===== config.mk =====
export PLATFORM = sky130hd
export DESIGN_NAME = posting_list_nibble_decoder
export DESIGN_NICKNAME = d
export VERILOG_FILES = /design/src/design/pldec_pkg.sv /design/src/design/pldec_front.sv /design/src/design/pldec_queue.sv /design/src/design/pldec_back.sv /design/src/design/posting_list_nibble_decoder.sv
export SDC_FILE = /design/constraint.sdc
export NUM_CORES = 1
export LEC_CHECK = 0
export BUFFER_PORTS_ARGS = -buffer_cell sky130_fd_sc_hd__buf_2
export CORE_MARGIN = 3
export CORE_UTILIZATION = 59
export DETAILED_ROUTE_END_ITERATION = 16
export PLACE_DENSITY = 0.78
export SETUP_SLACK_MARGIN = 0.02
export SLEW_MARGIN = 20
export SYNTH_ARGS = -nofsm -noshare
export SYNTH_HDL_FRONTEND = slang
export SYNTH_SLANG_ARGS = --single-unit

===== constraint.sdc =====
create_clock -name clock -period 23.8 [get_ports clock]
set_clock_uncertainty 0.05 [all_clocks]
set_input_delay 1.19 -clock clock [delete_from_list [all_inputs] [get_ports clock]]
set_output_delay 1.19 -clock clock [all_outputs]
set_load 0.02 [all_outputs]

===== src/design/pldec_pkg.sv =====
// Package for the posting list nibble decoder.
// Holds the shared types, codes and constants; depends on nothing.
package pldec_pkg;

   localparam int unsigned ID_MAX_DIGITS_DEF = 8;
   localparam int unsigned CNT_W             = 4;
   localparam int unsigned ID_W              = 28;
   localparam int unsigned FREQ_W            = 32;
   localparam int unsigned QUEUE_DEPTH       = 2;

   localparam logic [3:0] NIB_END   = 4'd10;
   localparam logic [7:0] CHR_SPACE = 8'h20;
   localparam logic [7:0] CHR_UP_A  = 8'h41;
   localparam logic [7:0] CHR_UP_Z  = 8'h5A;
   localparam logic [7:0] CHR_LO_A  = 8'h61;
   localparam logic [7:0] CHR_LO_Z  = 8'h7A;

   // Result kinds seen on the response channel.
   localparam logic [1:0] KIND_CHAR    = 2'd0;
   localparam logic [1:0] KIND_WORDEND = 2'd1;
   localparam logic [1:0] KIND_POSTING = 2'd2;
   localparam logic [1:0] KIND_STOP    = 2'd3;

   typedef enum logic [2:0] {
      PH_WSTART,
      PH_WORD,
      PH_ID,
      PH_FREQ,
      PH_FIELD,
      PH_STOP
   } phase_type;

   // Operations handed from the front to the back through the queue.
   typedef enum logic [2:0] {
      OP_CHAR,
      OP_WEND,
      OP_STOP,
      OP_NIBS,
      OP_FIELD
   } op_type;

   // What the back does with one nibble of a posting byte.
   typedef enum logic [1:0] {
      NA_NONE,
      NA_ID,
      NA_FREQ
   } nib_act_type;

   typedef struct packed {
      op_type      op;
      logic [7:0]  data;
      nib_act_type hi_act;
      nib_act_type lo_act;
   } item_type;

endpackage


===== src/design/pldec_front.sv =====
// Front end of the decoder: accepts stream bytes and classifies them.
// Tracks the record phase and id digit count; uses pldec_pkg.
module pldec_front #(
   parameter int unsigned ID_MAX_DIGITS = pldec_pkg::ID_MAX_DIGITS_DEF
) (
   input  logic               clock,
   input  logic               reset,
   input  logic               accept,
   input  logic [7:0]         data_byte,
   output logic               push,
   output pldec_pkg::item_type push_item
);

   typedef struct packed {
      pldec_pkg::phase_type   ph;
      logic [pldec_pkg::CNT_W-1:0] cnt;
      pldec_pkg::nib_act_type act;
   } nib_step_type;

   pldec_pkg::phase_type          phase_ff, phase_in;
   logic [pldec_pkg::CNT_W-1:0]   cnt_ff, cnt_in;
   nib_step_type                  hi_step, lo_step;
   logic                          emit;
   logic                          is_alpha;

   // One nibble of the id or frequency: only the phase and digit count matter here.
   function automatic nib_step_type nib_step(
      input pldec_pkg::phase_type ph,
      input logic [pldec_pkg::CNT_W-1:0] cnt,
      input logic [3:0] d
   );
      nib_step_type r;
      logic [pldec_pkg::CNT_W-1:0] cnt_next;
      r.ph  = ph;
      r.cnt = cnt;
      r.act = pldec_pkg::NA_NONE;
      cnt_next = cnt + pldec_pkg::CNT_W'(1);
      if (ph == pldec_pkg::PH_ID) begin
         if (d == pldec_pkg::NIB_END) begin
            r.ph = pldec_pkg::PH_FREQ;
         end else begin
            r.act = pldec_pkg::NA_ID;
            r.cnt = cnt_next;
            if (cnt_next >= pldec_pkg::CNT_W'(ID_MAX_DIGITS)) begin
               r.ph = pldec_pkg::PH_FREQ;
            end
         end
      end else if (ph == pldec_pkg::PH_FREQ) begin
         if (d == pldec_pkg::NIB_END) begin
            r.ph = pldec_pkg::PH_FIELD;
         end else begin
            r.act = pldec_pkg::NA_FREQ;
         end
      end
      return r;
   endfunction

   assign is_alpha = ((data_byte >= pldec_pkg::CHR_UP_A) && (data_byte <= pldec_pkg::CHR_UP_Z)) ||
                     ((data_byte >= pldec_pkg::CHR_LO_A) && (data_byte <= pldec_pkg::CHR_LO_Z));

   always_comb begin
      hi_step = nib_step(phase_ff, cnt_ff, data_byte[7:4]);
      // A frequency ended on the high nibble skips the low nibble.
      if (hi_step.ph == pldec_pkg::PH_FIELD) begin
         lo_step = hi_step;
         lo_step.act = pldec_pkg::NA_NONE;
      end else begin
         lo_step = nib_step(hi_step.ph, hi_step.cnt, data_byte[3:0]);
      end

      phase_in         = phase_ff;
      cnt_in           = cnt_ff;
      emit             = 1'b1;
      push_item.op     = pldec_pkg::OP_NIBS;
      push_item.data   = data_byte;
      push_item.hi_act = pldec_pkg::NA_NONE;
      push_item.lo_act = pldec_pkg::NA_NONE;

      case (phase_ff)
         pldec_pkg::PH_WSTART: begin
            if (is_alpha) begin
               push_item.op = pldec_pkg::OP_CHAR;
               phase_in     = pldec_pkg::PH_WORD;
            end else begin
               push_item.op = pldec_pkg::OP_STOP;
               phase_in     = pldec_pkg::PH_STOP;
            end
         end
         pldec_pkg::PH_WORD: begin
            // The word always holds its first letter here, so a space always ends it.
            if (data_byte == pldec_pkg::CHR_SPACE) begin
               push_item.op = pldec_pkg::OP_WEND;
               phase_in     = pldec_pkg::PH_ID;
               cnt_in       = '0;
            end else begin
               push_item.op = pldec_pkg::OP_CHAR;
            end
         end
         pldec_pkg::PH_ID, pldec_pkg::PH_FREQ: begin
            push_item.op     = pldec_pkg::OP_NIBS;
            push_item.hi_act = hi_step.act;
            push_item.lo_act = lo_step.act;
            phase_in         = lo_step.ph;
            cnt_in           = lo_step.cnt;
         end
         pldec_pkg::PH_FIELD: begin
            push_item.op = pldec_pkg::OP_FIELD;
            phase_in     = data_byte[0] ? pldec_pkg::PH_WSTART : pldec_pkg::PH_ID;
            cnt_in       = '0;
         end
         default: begin
            emit     = 1'b0;
            phase_in = pldec_pkg::PH_STOP;
         end
      endcase
   end

   assign push = accept && emit;

   always_ff @(posedge clock) begin
      if (reset) begin
         phase_ff <= pldec_pkg::PH_WSTART;
         cnt_ff   <= '0;
      end else if (accept) begin
         phase_ff <= phase_in;
         cnt_ff   <= cnt_in;
      end
   end

endmodule


===== src/design/pldec_queue.sv =====
// Short queue between the front and back of the decoder.
// Holds classified items in order; uses pldec_pkg.
module pldec_queue (
   input  logic                clock,
   input  logic                reset,
   input  logic                push,
   input  pldec_pkg::item_type push_item,
   output logic                full,
   input  logic                pop,
   output logic                not_empty,
   output pldec_pkg::item_type head_item
);

   localparam int unsigned DEPTH = pldec_pkg::QUEUE_DEPTH;
   localparam int unsigned PTR_W = (DEPTH > 1) ? $clog2(DEPTH) : 1;
   localparam int unsigned CNT_W = $clog2(DEPTH + 1);

   pldec_pkg::item_type entry_ff [DEPTH];
   logic [PTR_W-1:0] wr_ptr_ff, wr_ptr_in;
   logic [PTR_W-1:0] rd_ptr_ff, rd_ptr_in;
   logic [CNT_W-1:0] count_ff, count_in;
   logic             do_push, do_pop;

   assign full      = (count_ff == CNT_W'(DEPTH));
   assign not_empty = (count_ff != '0);
   assign head_item = entry_ff[rd_ptr_ff];
   assign do_push   = push && !full;
   assign do_pop    = pop && not_empty;

   always_comb begin
      wr_ptr_in = wr_ptr_ff;
      rd_ptr_in = rd_ptr_ff;
      count_in  = count_ff;
      if (do_push) begin
         wr_ptr_in = (wr_ptr_ff == PTR_W'(DEPTH - 1)) ? '0 : wr_ptr_ff + PTR_W'(1);
      end
      if (do_pop) begin
         rd_ptr_in = (rd_ptr_ff == PTR_W'(DEPTH - 1)) ? '0 : rd_ptr_ff + PTR_W'(1);
      end
      if (do_push && !do_pop) begin
         count_in = count_ff + CNT_W'(1);
      end else if (do_pop && !do_push) begin
         count_in = count_ff - CNT_W'(1);
      end
   end

   always_ff @(posedge clock) begin
      if (reset) begin
         wr_ptr_ff <= '0;
         rd_ptr_ff <= '0;
         count_ff  <= '0;
      end else begin
         wr_ptr_ff <= wr_ptr_in;
         rd_ptr_ff <= rd_ptr_in;
         count_ff  <= count_in;
      end
   end

   always_ff @(posedge clock) begin
      if (do_push) begin
         entry_ff[wr_ptr_ff] <= push_item;
      end
   end

endmodule


===== src/design/pldec_back.sv =====
// Back end of the decoder: accumulates id and frequency and forms results.
// Drives the registered result channel; uses pldec_pkg.
module pldec_back (
   input  logic                       clock,
   input  logic                       reset,
   input  logic                       q_valid,
   input  pldec_pkg::item_type        q_item,
   output logic                       q_pop,
   output logic                       rsp_valid,
   input  logic                       rsp_stall,
   output logic [1:0]                 rsp_kind,
   output logic [7:0]                 rsp_char_byte,
   output logic [pldec_pkg::ID_W-1:0] rsp_doc_id,
   output logic [pldec_pkg::FREQ_W-1:0] rsp_term_freq,
   output logic [4:0]                 rsp_field_code,
   output logic                       rsp_last_posting,
   output logic                       rsp_freq_overflow
);

   localparam int unsigned ID_W   = pldec_pkg::ID_W;
   localparam int unsigned FREQ_W = pldec_pkg::FREQ_W;
   localparam int unsigned WIDE_W = FREQ_W + 4;

   logic [ID_W-1:0]   id_ff, id_in, id_mid;
   logic [FREQ_W-1:0] freq_ff, freq_in, freq_mid;
   logic              sat_ff, sat_in, sat_mid;
   logic              valid_ff, valid_in;
   logic [1:0]        kind_ff, kind_in;
   logic [7:0]        char_ff, char_in;
   logic [ID_W-1:0]   doc_ff, doc_in;
   logic [FREQ_W-1:0] tf_ff, tf_in;
   logic [4:0]        field_ff, field_in;
   logic              last_ff, last_in;
   logic              ovf_ff, ovf_in;
   logic              needs_out;
   logic              out_free;

   function automatic logic [ID_W-1:0] id_digit(input logic [ID_W-1:0] x, input logic [3:0] d);
      return (x << 3) + (x << 1) + ID_W'(d);
   endfunction

   // Frequency digit with saturation; bit FREQ_W of the result is the saturate flag.
   function automatic logic [FREQ_W:0] freq_digit(input logic [FREQ_W-1:0] x,
                                                  input logic [3:0] d);
      logic [WIDE_W-1:0] w;
      w = (WIDE_W'(x) << 3) + (WIDE_W'(x) << 1) + WIDE_W'(d);
      if (w[WIDE_W-1:FREQ_W] != '0) begin
         return {1'b1, {FREQ_W{1'b1}}};
      end
      return {1'b0, w[FREQ_W-1:0]};
   endfunction

   assign needs_out = (q_item.op != pldec_pkg::OP_NIBS);
   assign out_free  = !valid_ff || !rsp_stall;
   assign q_pop     = q_valid && (!needs_out || out_free);

   always_comb begin
      logic [FREQ_W:0] f1, f2;
      id_mid   = id_ff;
      freq_mid = freq_ff;
      sat_mid  = sat_ff;
      id_in    = id_ff;
      freq_in  = freq_ff;
      sat_in   = sat_ff;
      f1       = '0;
      f2       = '0;

      // High nibble first, then low nibble.
      case (q_item.hi_act)
         pldec_pkg::NA_ID:   id_mid = id_digit(id_ff, q_item.data[7:4]);
         pldec_pkg::NA_FREQ: begin
            f1       = freq_digit(freq_ff, q_item.data[7:4]);
            freq_mid = f1[FREQ_W-1:0];
            sat_mid  = sat_ff | f1[FREQ_W];
         end
         default: ;
      endcase

      valid_in = valid_ff;
      if (valid_ff && !rsp_stall) begin
         valid_in = 1'b0;
      end
      kind_in  = kind_ff;
      char_in  = char_ff;
      doc_in   = doc_ff;
      tf_in    = tf_ff;
      field_in = field_ff;
      last_in  = last_ff;
      ovf_in   = ovf_ff;

      if (q_pop) begin
         if (needs_out) begin
            valid_in = 1'b1;
            char_in  = '0;
            doc_in   = '0;
            tf_in    = '0;
            field_in = '0;
            last_in  = 1'b0;
            ovf_in   = 1'b0;
         end
         case (q_item.op)
            pldec_pkg::OP_CHAR: begin
               kind_in = pldec_pkg::KIND_CHAR;
               char_in = q_item.data;
            end
            pldec_pkg::OP_WEND: begin
               kind_in = pldec_pkg::KIND_WORDEND;
               id_in   = '0;
               freq_in = '0;
               sat_in  = 1'b0;
            end
            pldec_pkg::OP_STOP: begin
               kind_in = pldec_pkg::KIND_STOP;
            end
            pldec_pkg::OP_FIELD: begin
               kind_in  = pldec_pkg::KIND_POSTING;
               doc_in   = id_ff;
               tf_in    = freq_ff;
               field_in = q_item.data[7:3];
               last_in  = q_item.data[0];
               ovf_in   = sat_ff;
               id_in    = '0;
               freq_in  = '0;
               sat_in   = 1'b0;
            end
            pldec_pkg::OP_NIBS: begin
               id_in   = id_mid;
               freq_in = freq_mid;
               sat_in  = sat_mid;
               case (q_item.lo_act)
                  pldec_pkg::NA_ID:   id_in = id_digit(id_mid, q_item.data[3:0]);
                  pldec_pkg::NA_FREQ: begin
                     f2      = freq_digit(freq_mid, q_item.data[3:0]);
                     freq_in = f2[FREQ_W-1:0];
                     sat_in  = sat_mid | f2[FREQ_W];
                  end
                  default: ;
               endcase
            end
            default: ;
         endcase
      end
   end

   always_ff @(posedge clock) begin
      if (reset) begin
         valid_ff <= 1'b0;
         id_ff    <= '0;
         freq_ff  <= '0;
         sat_ff   <= 1'b0;
      end else begin
         valid_ff <= valid_in;
         id_ff    <= id_in;
         freq_ff  <= freq_in;
         sat_ff   <= sat_in;
      end
   end

   always_ff @(posedge clock) begin
      kind_ff  <= kind_in;
      char_ff  <= char_in;
      doc_ff   <= doc_in;
      tf_ff    <= tf_in;
      field_ff <= field_in;
      last_ff  <= last_in;
      ovf_ff   <= ovf_in;
   end

   assign rsp_valid         = valid_ff;
   assign rsp_kind          = kind_ff;
   assign rsp_char_byte     = char_ff;
   assign rsp_doc_id        = doc_ff;
   assign rsp_term_freq     = tf_ff;
   assign rsp_field_code    = field_ff;
   assign rsp_last_posting  = last_ff;
   assign rsp_freq_overflow = ovf_ff;

endmodule


===== src/design/posting_list_nibble_decoder.sv =====
// Posting list nibble decoder, top level. One byte per cycle is accepted when the queue
// has room; a result passes through the queue and the back end's output register to the
// rsp ports. Sustained throughput is one item per cycle when rsp_stall is low, set by the
// single-entry pop of the queue into the back end. Reset is synchronous and active high:
// the block returns to the start of a record and clears its accumulators and queue.
// Uses pldec_pkg, pldec_front, pldec_queue and pldec_back.
module posting_list_nibble_decoder #(
   parameter int unsigned ID_MAX_DIGITS = pldec_pkg::ID_MAX_DIGITS_DEF
) (
   input  logic                          clock,
   input  logic                          reset,
   input  logic                          req_valid,
   output logic                          req_stall,
   input  logic [7:0]                    req_data_byte,
   output logic                          rsp_valid,
   input  logic                          rsp_stall,
   output logic [1:0]                    rsp_kind,
   output logic [7:0]                    rsp_char_byte,
   output logic [pldec_pkg::ID_W-1:0]    rsp_doc_id,
   output logic [pldec_pkg::FREQ_W-1:0]  rsp_term_freq,
   output logic [4:0]                    rsp_field_code,
   output logic                          rsp_last_posting,
   output logic                          rsp_freq_overflow
);

   // The front classifies each byte by record phase. The phase walk (word, id, frequency,
   // field byte, stop) and the id digit count live there, so the front never waits on the
   // arithmetic. Each byte becomes one queued item, except bytes after a stream stop,
   // which are accepted and dropped.
   logic                accept;
   logic                push;
   pldec_pkg::item_type push_item;
   logic                q_full;
   logic                q_valid;
   logic                q_pop;
   pldec_pkg::item_type q_item;

   assign req_stall = q_full;
   assign accept    = req_valid && !req_stall;

   pldec_front #(
      .ID_MAX_DIGITS(ID_MAX_DIGITS)
   ) u_front (
      .clock     (clock),
      .reset     (reset),
      .accept    (accept),
      .data_byte (req_data_byte),
      .push      (push),
      .push_item (push_item)
   );

   // The queue lets the front keep taking bytes while a finished result sits stalled
   // in the back end's output register.
   pldec_queue u_queue (
      .clock     (clock),
      .reset     (reset),
      .push      (push),
      .push_item (push_item),
      .full      (q_full),
      .pop       (q_pop),
      .not_empty (q_valid),
      .head_item (q_item)
   );

   // The back end applies the two nibble steps of a posting byte together (two
   // multiply-by-ten shift-add steps) and forms the registered result. Items that
   // yield no result are retired even while the output register is stalled.
   pldec_back u_back (
      .clock             (clock),
      .reset             (reset),
      .q_valid           (q_valid),
      .q_item            (q_item),
      .q_pop             (q_pop),
      .rsp_valid         (rsp_valid),
      .rsp_stall         (rsp_stall),
      .rsp_kind          (rsp_kind),
      .rsp_char_byte     (rsp_char_byte),
      .rsp_doc_id        (rsp_doc_id),
      .rsp_term_freq     (rsp_term_freq),
      .rsp_field_code    (rsp_field_code),
      .rsp_last_posting  (rsp_last_posting),
      .rsp_freq_overflow (rsp_freq_overflow)
   );

endmodule

==> run metrics, run 1 <==
synthesized area per cell=8.69 µm²; Non-Filler Instances=around 2,200; count of clock tree sinks=around 180; Post-synth top flop=sky130_fd_sc_hd__edfxtp_1; detailed placement HPWL=around 32 mm; CTS Hold Buffers Added=0; async set-or-reset flop fraction in the synthesized netlist=0; H-tree depth=4; cells after synthesis=~1,800; share of the cycle needed by the critical path after routing=0.408; clock-pin slew reported for the worst setup and hold paths after clock tree synthesis=around 0.080 ns; via count=roughly 14,000; most numerous cell types in the synthesized netlist=229 x sky130_fd_sc_hd__ha_1, 192 x sky130_fd_sc_hd__nor2_1, 188 x sky130_fd_sc_hd__a21oi_1, 124 x sky130_fd_sc_hd__nand2_1, 107 x sky130_fd_sc_hd__edfxtp_1; Worst VDD drop=0.0661 mV; row count=59; slew at the pin closest to its max-slew limit=roughly 1.1 ns; Max Buffers Root-to-Sink=2; Final Net Count=~2,100; startpoint of the most critical hold path=u_back.sat_ff$_SDFFE_PP0P_; maximum number of pins on one net before global-route repair=55; aggregate global routing overflow=0; Psw=between 800 and 900 µW; max-cap viol count=0; clock network power share=0.175; number of instances in the placed design=between 2,000 and 2,500; first-pass GRT wire length=~70 mm; TritonCTS clock tree=built; overall power=roughly 1700 µW; Port Buffers=90; initial standard-cell utilization of the core=0.601; overall routing resource usage=0.304; power density relative to cell area=101 mW/mm²; Worst-Skew Late Latency=between 0.4 and 0.5 ns; most instantiated library cell after synthesis=sky130_fd_sc_hd__ha_1; Post-synth EDFFs=around 110; CP startpoint kind=register; nets in the synthesized netlist=about 2,000; number of hold violations in the final report=0; Inserted Clock Buffers=17; Routed Antenna Nets=0; longest individual stage delay on the worst path=slightly above 0.9 ns; critical-path maximum fanout=54; cell seen most often among critical-path stages=sky130_fd_sc_hd__fa_1; postcts setup bufs=0; largest cells by area after synthesis=sky130_fd_sc_hd__edfxtp_1 20%, sky130_fd_sc_hd__ha_1 18%, sky130_fd_sc_hd__dfxtp_1 9.4%; sequential cell area fraction in the yosys report=0.299; fraction of final layout cells sized beyond drive strength 1=0.0937; Switching Share=0.476; final max-slew violation count=0; residual DRC count=0; nature of the critical path endpoint=register; final weighted congestion in routability-driven placement=around 0.98; Worst Setup Slack post-DPL=14.24 ns; clock root buffer master=sky130_fd_sc_hd__clkbuf_16; Resized cells post-CTS=0; via count of the first global-routing pass=~14,000; max-slew headroom at the worst pin=0.252; Wirelength per Cell=roughly 20 µm; leading area contributor after synthesis=sky130_fd_sc_hd__edfxtp_1; data arrival time at the worst-slack endpoint=~10 ns; Ys Warns=0; area of the core=about 0.026 mm²; number of distinct library cells after synthesis=84; Area Overhead vs Synth=8.94%; Hold WC Path Type=reg2reg; area of the die=~0.029 mm²; Mapped Area=between 0.015 and 0.02 mm²; share of power burned in combinational logic=0.547; setup repair after global routing missed its margin=no; height of the die=~170 µm; result of the run=completed; count of routing violations after the opening detailed-route iteration=~1,300; power share of the sequential group=0.278; number of synthesized register bits=181; min Tclk post-route=approximately 9.7 ns; worst-case setup margin in the final layout=around 14 ns; post-DR vias/cell=6.55; antenna violations before repair=0; Slowest cell on crit path=sky130_fd_sc_hd__a2111oi_0; internal portion of total power=903 µW; final total negative setup slack=0 ns; number of top-level pins=91; Leak=between 0.007 and 0.008 µW; Critical Setup Path Class=reg2reg; share of the synthesized area in the top cell type=0.205; fmax=between 100 and 150 MHz; Die W=169 µm; number of iterations in the first detailed-routing pass=6; Crit path required time=about 24 ns; wirelength, routed=between 40 and 50 mm; Setup Viol. Count Final=0
-- critical path: cells and delay by family (launching register included) --
kind / cells / cell delay, ns
mux: 1 / 0.54
simple gates: 6 / 1.77
fa+ha+maj: 4 / 2.07
flops: 1 / 0.31
compound gates: 13 / 3.54
buf+inv: 4 / 1.30
-- per-stage QoR --
stage,area (µm²),hold WS [ns],util
2_1_floorplan,15700,0.383,-
3_3_place_gp,16500,0.436,0.630
3_5_place_dp,16500,0.440,0.630
4_1_cts,17100,0.487,0.654
5_1_grt,17100,0.508,0.654
6_report,17100,0.484,0.655
-- routing by layer --
layer,vias to the layer above,GRT usage,routed length [µm]
li1,6858,-,-
met1,6774,0.384,18200
met2,647,0.521,21200
met3,146,0.0384,2800
met4,0,0.137,2050
met5,-,0,0
-- state kept, by name, indices dropped and copies added, names as in the netlist, 2 cells and up, named ones only --
signal                 count
u_back.freq_ff            32
u_back.id_ff              28
u_back.rsp_field_code      5
u_queue.entry_ff          30
u_back.rsp_char_byte       8
u_front.cnt_ff             4
u_queue.count_ff           2
u_front.phase_ff           3
u_back.rsp_term_freq      32
u_back.rsp_kind            2
u_back.rsp_doc_id         28
-- final timing paths --
kind / end / slack (ns) / depth (start not counted)
worst max register to register: u_back.freq_ff[7]$_SDFFE_PP0P_ / 14.08 / 28
worst max-delay path: u_back.freq_ff[7]$_SDFFE_PP0P_ / 14.08 / 28
worst min-delay path: u_back.sat_ff$_SDFFE_PP0P_ / 0.48 / 2
worst min register to register: u_back.sat_ff$_SDFFE_PP0P_ / 0.48 / 2
-- layout by cell type (no fill, tap or decap), types with 12 or more instances in the layout --
master,synthesis,layout
sky130_fd_sc_hd__ha_1,229,229
sky130_fd_sc_hd__nor2_1,192,192
sky130_fd_sc_hd__a21oi_1,188,186
sky130_fd_sc_hd__nand2_1,124,124
sky130_fd_sc_hd__edfxtp_1,107,107
sky130_fd_sc_hd__o21ai_0,97,97
sky130_fd_sc_hd__buf_2,8,90
sky130_fd_sc_hd__inv_1,83,83
sky130_fd_sc_hd__dfxtp_1,74,74
sky130_fd_sc_hd__xnor2_1,72,72
sky130_fd_sc_hd__and3_1,45,45
sky130_fd_sc_hd__a31oi_1,44,44
sky130_fd_sc_hd__a21o_1,42,42
sky130_fd_sc_hd__xor2_1,35,35
sky130_fd_sc_hd__o211ai_1,32,32
sky130_fd_sc_hd__nor3_1,29,29
sky130_fd_sc_hd__buf_4,0,22
sky130_fd_sc_hd__nand3_1,20,20
sky130_fd_sc_hd__o21bai_1,20,20
sky130_fd_sc_hd__nand2b_1,19,19
sky130_fd_sc_hd__o2111ai_1,18,18
sky130_fd_sc_hd__a22oi_1,17,17
sky130_fd_sc_hd__clkbuf_16,0,17
sky130_fd_sc_hd__a211oi_1,15,15
sky130_fd_sc_hd__o21a_1,12,12
-- layout make-up --
cell class | instances | area, µm²
Tap cell | 335 | 419
Fill cell | 2163 | 9030
Multi-Input combinational cell | 1459 | 10400
Sequential cell | 181 | 4690
Clock inverter | 15 | 210
Inverter | 83 | 312
Antenna cell | 1 | 2.50
Timing Repair Buffer | 112 | 616
Clock buffer | 17 | 425
-- power groups by stage --
stage	sequential (µW)	clock, µW	combinational (µW)
floorplan	559	0	589
global placement	483	0	895
detailed placement	485	0	921
CTS	479	303	927
global route	488	313	1020
finish	479	301	942
-- kinds of logic after synthesis --
logic type / after synthesis / synth area share
buf+inv: 167 / 0.0406
fa+ha+maj: 237 / 0.193
flops: 181 / 0.299
simple gates: 509 / 0.152
mux: 12 / 0.00797
compound gates: 594 / 0.248
xor+xnor: 107 / 0.0597
Power figures use the tool's default switching activity.
==> run 2: changes to the inputs <==
- ABC_AREA: unset -> 1
- CORE_UTILIZATION: 59 -> 57
- clock period: 23.8 -> 7.8 ns (I/O delays scaled with it)
==> run 2 against run 1 <==
- combinational power increased to 4.7 times the previous value
- die area up 10%
- global-route usage grew 0.31 points
- sequential power rose to 3.3 times the previous value
- maximum frequency increased by 36%
- register-to-register slack got worse by 13 ns
- count of clock-buffer cells in the layout rose by 1
- synthesized cell count increased by 32%
- largest power group unchanged
- highest routed layer unchanged
==> run metrics, run 2 <==
via count=16,076; Routed Antenna Nets=0; number of antenna cells inserted=0; CP startpoint kind=register; Non-Filler Instances=~2,800; max-slew headroom at the worst pin=0.344; leading area contributor after synthesis=sky130_fd_sc_hd__edfxtp_1; share of power burned in combinational logic=0.645; Inserted Clock Buffers=17; count of clock tree sinks=between 150 and 200; critical-path maximum fanout=21; cells after synthesis=between 2,000 and 2,500; postcts setup bufs=0; setup repair after global routing missed its margin=no; share of the synthesized area in the top cell type=0.191; residual DRC count=0; Die W=178 µm; height of the die=roughly 180 µm; clock-pin slew reported for the worst setup and hold paths after clock tree synthesis=~0.07 ns; Worst-Skew Late Latency=between 0.4 and 0.5 ns; H-tree depth=4; number of top-level pins=between 90 and 100; Worst VDD drop=a little under 0.5 mV; count of routing violations after the opening detailed-route iteration=approximately 1,100; detailed placement HPWL=38.3 mm; TritonCTS clock tree=built; most instantiated library cell after synthesis=sky130_fd_sc_hd__nand2_1; final max-slew violation count=0; Port Buffers=90; Post-synth top flop=sky130_fd_sc_hd__edfxtp_1; data arrival time at the worst-slack endpoint=roughly 7.4 ns; Switching Share=0.530; Resized cells post-CTS=0; Leak=0.00911 µW; number of distinct library cells after synthesis=54; async set-or-reset flop fraction in the synthesized netlist=0; leading cell type in the layout, fill and taps excluded=sky130_fd_sc_hd__nand2_1; initial standard-cell utilization of the core=0.582; number of instances in the placed design=between 2,000 and 3,000; XOR/XNOR Fraction of Synth Area=0.0412; area of the core=between 0.02 and 0.03 mm²; fraction of synthesized area in multiplexers=0.00358; number of synthesized register bits=181; longest individual stage delay on the worst path=0.64 ns; Critical Setup Path Class=reg2reg; nets in the synthesized netlist=between 2,000 and 3,000; final total negative setup slack=0 ns; top library cells by usage in the layout, fill and taps aside=551 x sky130_fd_sc_hd__nand2_1, 335 x sky130_fd_sc_hd__inv_1, 242 x sky130_fd_sc_hd__a21oi_1; simple-gate share of the synthesized area=0.243; sequential cell area fraction in the yosys report=0.280; Slowest cell on crit path=sky130_fd_sc_hd__o21ai_0; Psw=3610 µW; cell seen most often among critical-path stages=sky130_fd_sc_hd__nand2_1; aggregate global routing overflow=0; number of iterations in the first detailed-routing pass=6; post-DR vias/cell=~5.7; number of hold violations in the final report=0; wirelength, routed=48.4 mm; overall routing resource usage=0.307; fmax=roughly 140 MHz; synthesized area per cell=roughly 7.0 µm²; Setup Viol. Count Final=0; fraction of final layout cells sized beyond drive strength 1=0.0785; Crit path required time=~8.0 ns; CTS Hold Buffers Added=0; Mapped Area=between 0.015 and 0.02 mm²; Final Net Count=roughly 2,700; clock network power share=0.126; maximum number of pins on one net before global-route repair=69; min Tclk post-route=around 7 ns; power density relative to cell area=between 300 and 400 mW/mm²; largest family of logic cells by synthesized area=simple AND/OR/NAND/NOR gates; share of the cycle needed by the critical path after routing=0.916; Wirelength per Cell=17.0 µm; Max Buffers Root-to-Sink=2; slew at the pin closest to its max-slew limit=approximately 0.98 ns; result of the run=completed; max-cap viol count=0; area of the die=approximately 0.032 mm²; final weighted congestion in routability-driven placement=approximately 1; Area Overhead vs Synth=7.94%; antenna violations before repair=0; nature of the critical path endpoint=register; first-pass GRT wire length=77.5 mm; via count of the first global-routing pass=15,567; area share of fa/ha/maj cells after synthesis=0.180; Post-synth EDFFs=roughly 110; Ys Warns=0; row count=between 60 and 70; internal portion of total power=about 3200 µW; clock root buffer master=sky130_fd_sc_hd__clkbuf_16; power share of the sequential group=0.228; largest cells by area after synthesis=sky130_fd_sc_hd__edfxtp_1 19%, sky130_fd_sc_hd__ha_1 17%, sky130_fd_sc_hd__nand2_1 12%; synthesized-area fraction occupied by ao, oa, aoi and oai cells=0.157; Hold WC Path Type=in2reg; most numerous cell types in the synthesized netlist=552 x sky130_fd_sc_hd__nand2_1, 336 x sky130_fd_sc_hd__inv_1, 242 x sky130_fd_sc_hd__a21oi_1, 242 x sky130_fd_sc_hd__nor2_1, 229 x sky130_fd_sc_hd__ha_1
run 2: changes by cell type in the layout (fill, tap and decap cells not counted), sizes merged, moves of 35 or more:
cell   before  now
a21oi     189  242
and3       45    3
inv        87  364
nand2     124  567
nand3      20   92
nor2      192  252
o21ai      98  150
xnor2      72   37
run 2: path summary, 6_finish.rpt:
check                                      to  slack [ns]                           start  cells past startpoint
min          u_queue.entry_ff[1][9]$_DFFE_PP_        0.13                req_data_byte[5]                      1
min reg2reg    u_queue.rd_ptr_ff$_SDFFE_PP0P_        0.42  u_queue.rd_ptr_ff$_SDFFE_PP0P_                      1
max           u_back.freq_ff[27]$_SDFFE_PP0P_        0.66                        register                     35
max reg2reg   u_back.freq_ff[27]$_SDFFE_PP0P_        0.66                        register                     35
run 2: area by class of cell:
class                      count  area [µm²]
clock inverter                14         136
fill                        2706       10700
multi-input combinational   1789       10500
inverter                     358        1340
clock buffer                  18         439
sequential                   181        4690
tap                          384         480
timing repair buffer         100         526
run 2: cells by family (layout without fill, tap and decap cells):
logic type | Yosys count | in the layout
compound gates | 482 | 482
mux | 6 | 6
fa+ha+maj | 237 | 237
buf+inv | 413 | 490
simple gates | 985 | 985
xor+xnor | 79 | 79
flops | 181 | 181
run 2: layer usage:
metal | track usage | up-vias | share of wire
met5 | 0 | - | 0
met4 | 0.157 | 0 | 0.054
met3 | 0.0308 | 143 | 0.042
met2 | 0.548 | 463 | 0.49
met1 | 0.364 | 7433 | 0.41
li1 | - | 8037 | -
run 2: critical path, delay by kind of cell (launching register included):
kind | cells | cell delay [ns]
adder cells (fa/ha/maj) | 4 | 2.09
AO/OA/AOI/OAI | 6 | 1.43
buffers and inverters | 4 | 0.50
AND/OR/NAND/NOR | 21 | 2.46
flip-flops | 1 | 0.44
run 2: stage by stage:
stage / area, µm² / hold WS, ns / total power (µW) / worst slack [ns] / util
final: 18100 / 0.127 / 6820 / 0.658 / 0.628
after global routing: 18100 / 0.120 / 7410 / 0.0752 / 0.628
after CTS: 18100 / 0.112 / 6780 / 0.675 / 0.628
after detailed placement: 17500 / 0.402 / 5890 / 0.695 / 0.608
after global placement: 17500 / 0.387 / 5820 / 0.930 / 0.608
after floorplan: 16800 / 0.375 / 4780 / 1.83 / -
run 2: power by group through the flow:
stage          registers, µW  logic (µW)  clock network, µW
2_1_floorplan           1740        3040                  0
3_3_place_gp            1570        4250                  0
3_5_place_dp            1580        4310                  0
4_1_cts                 1560        4360                871
5_1_grt                 1580        4920                904
6_report                1560        4400                861
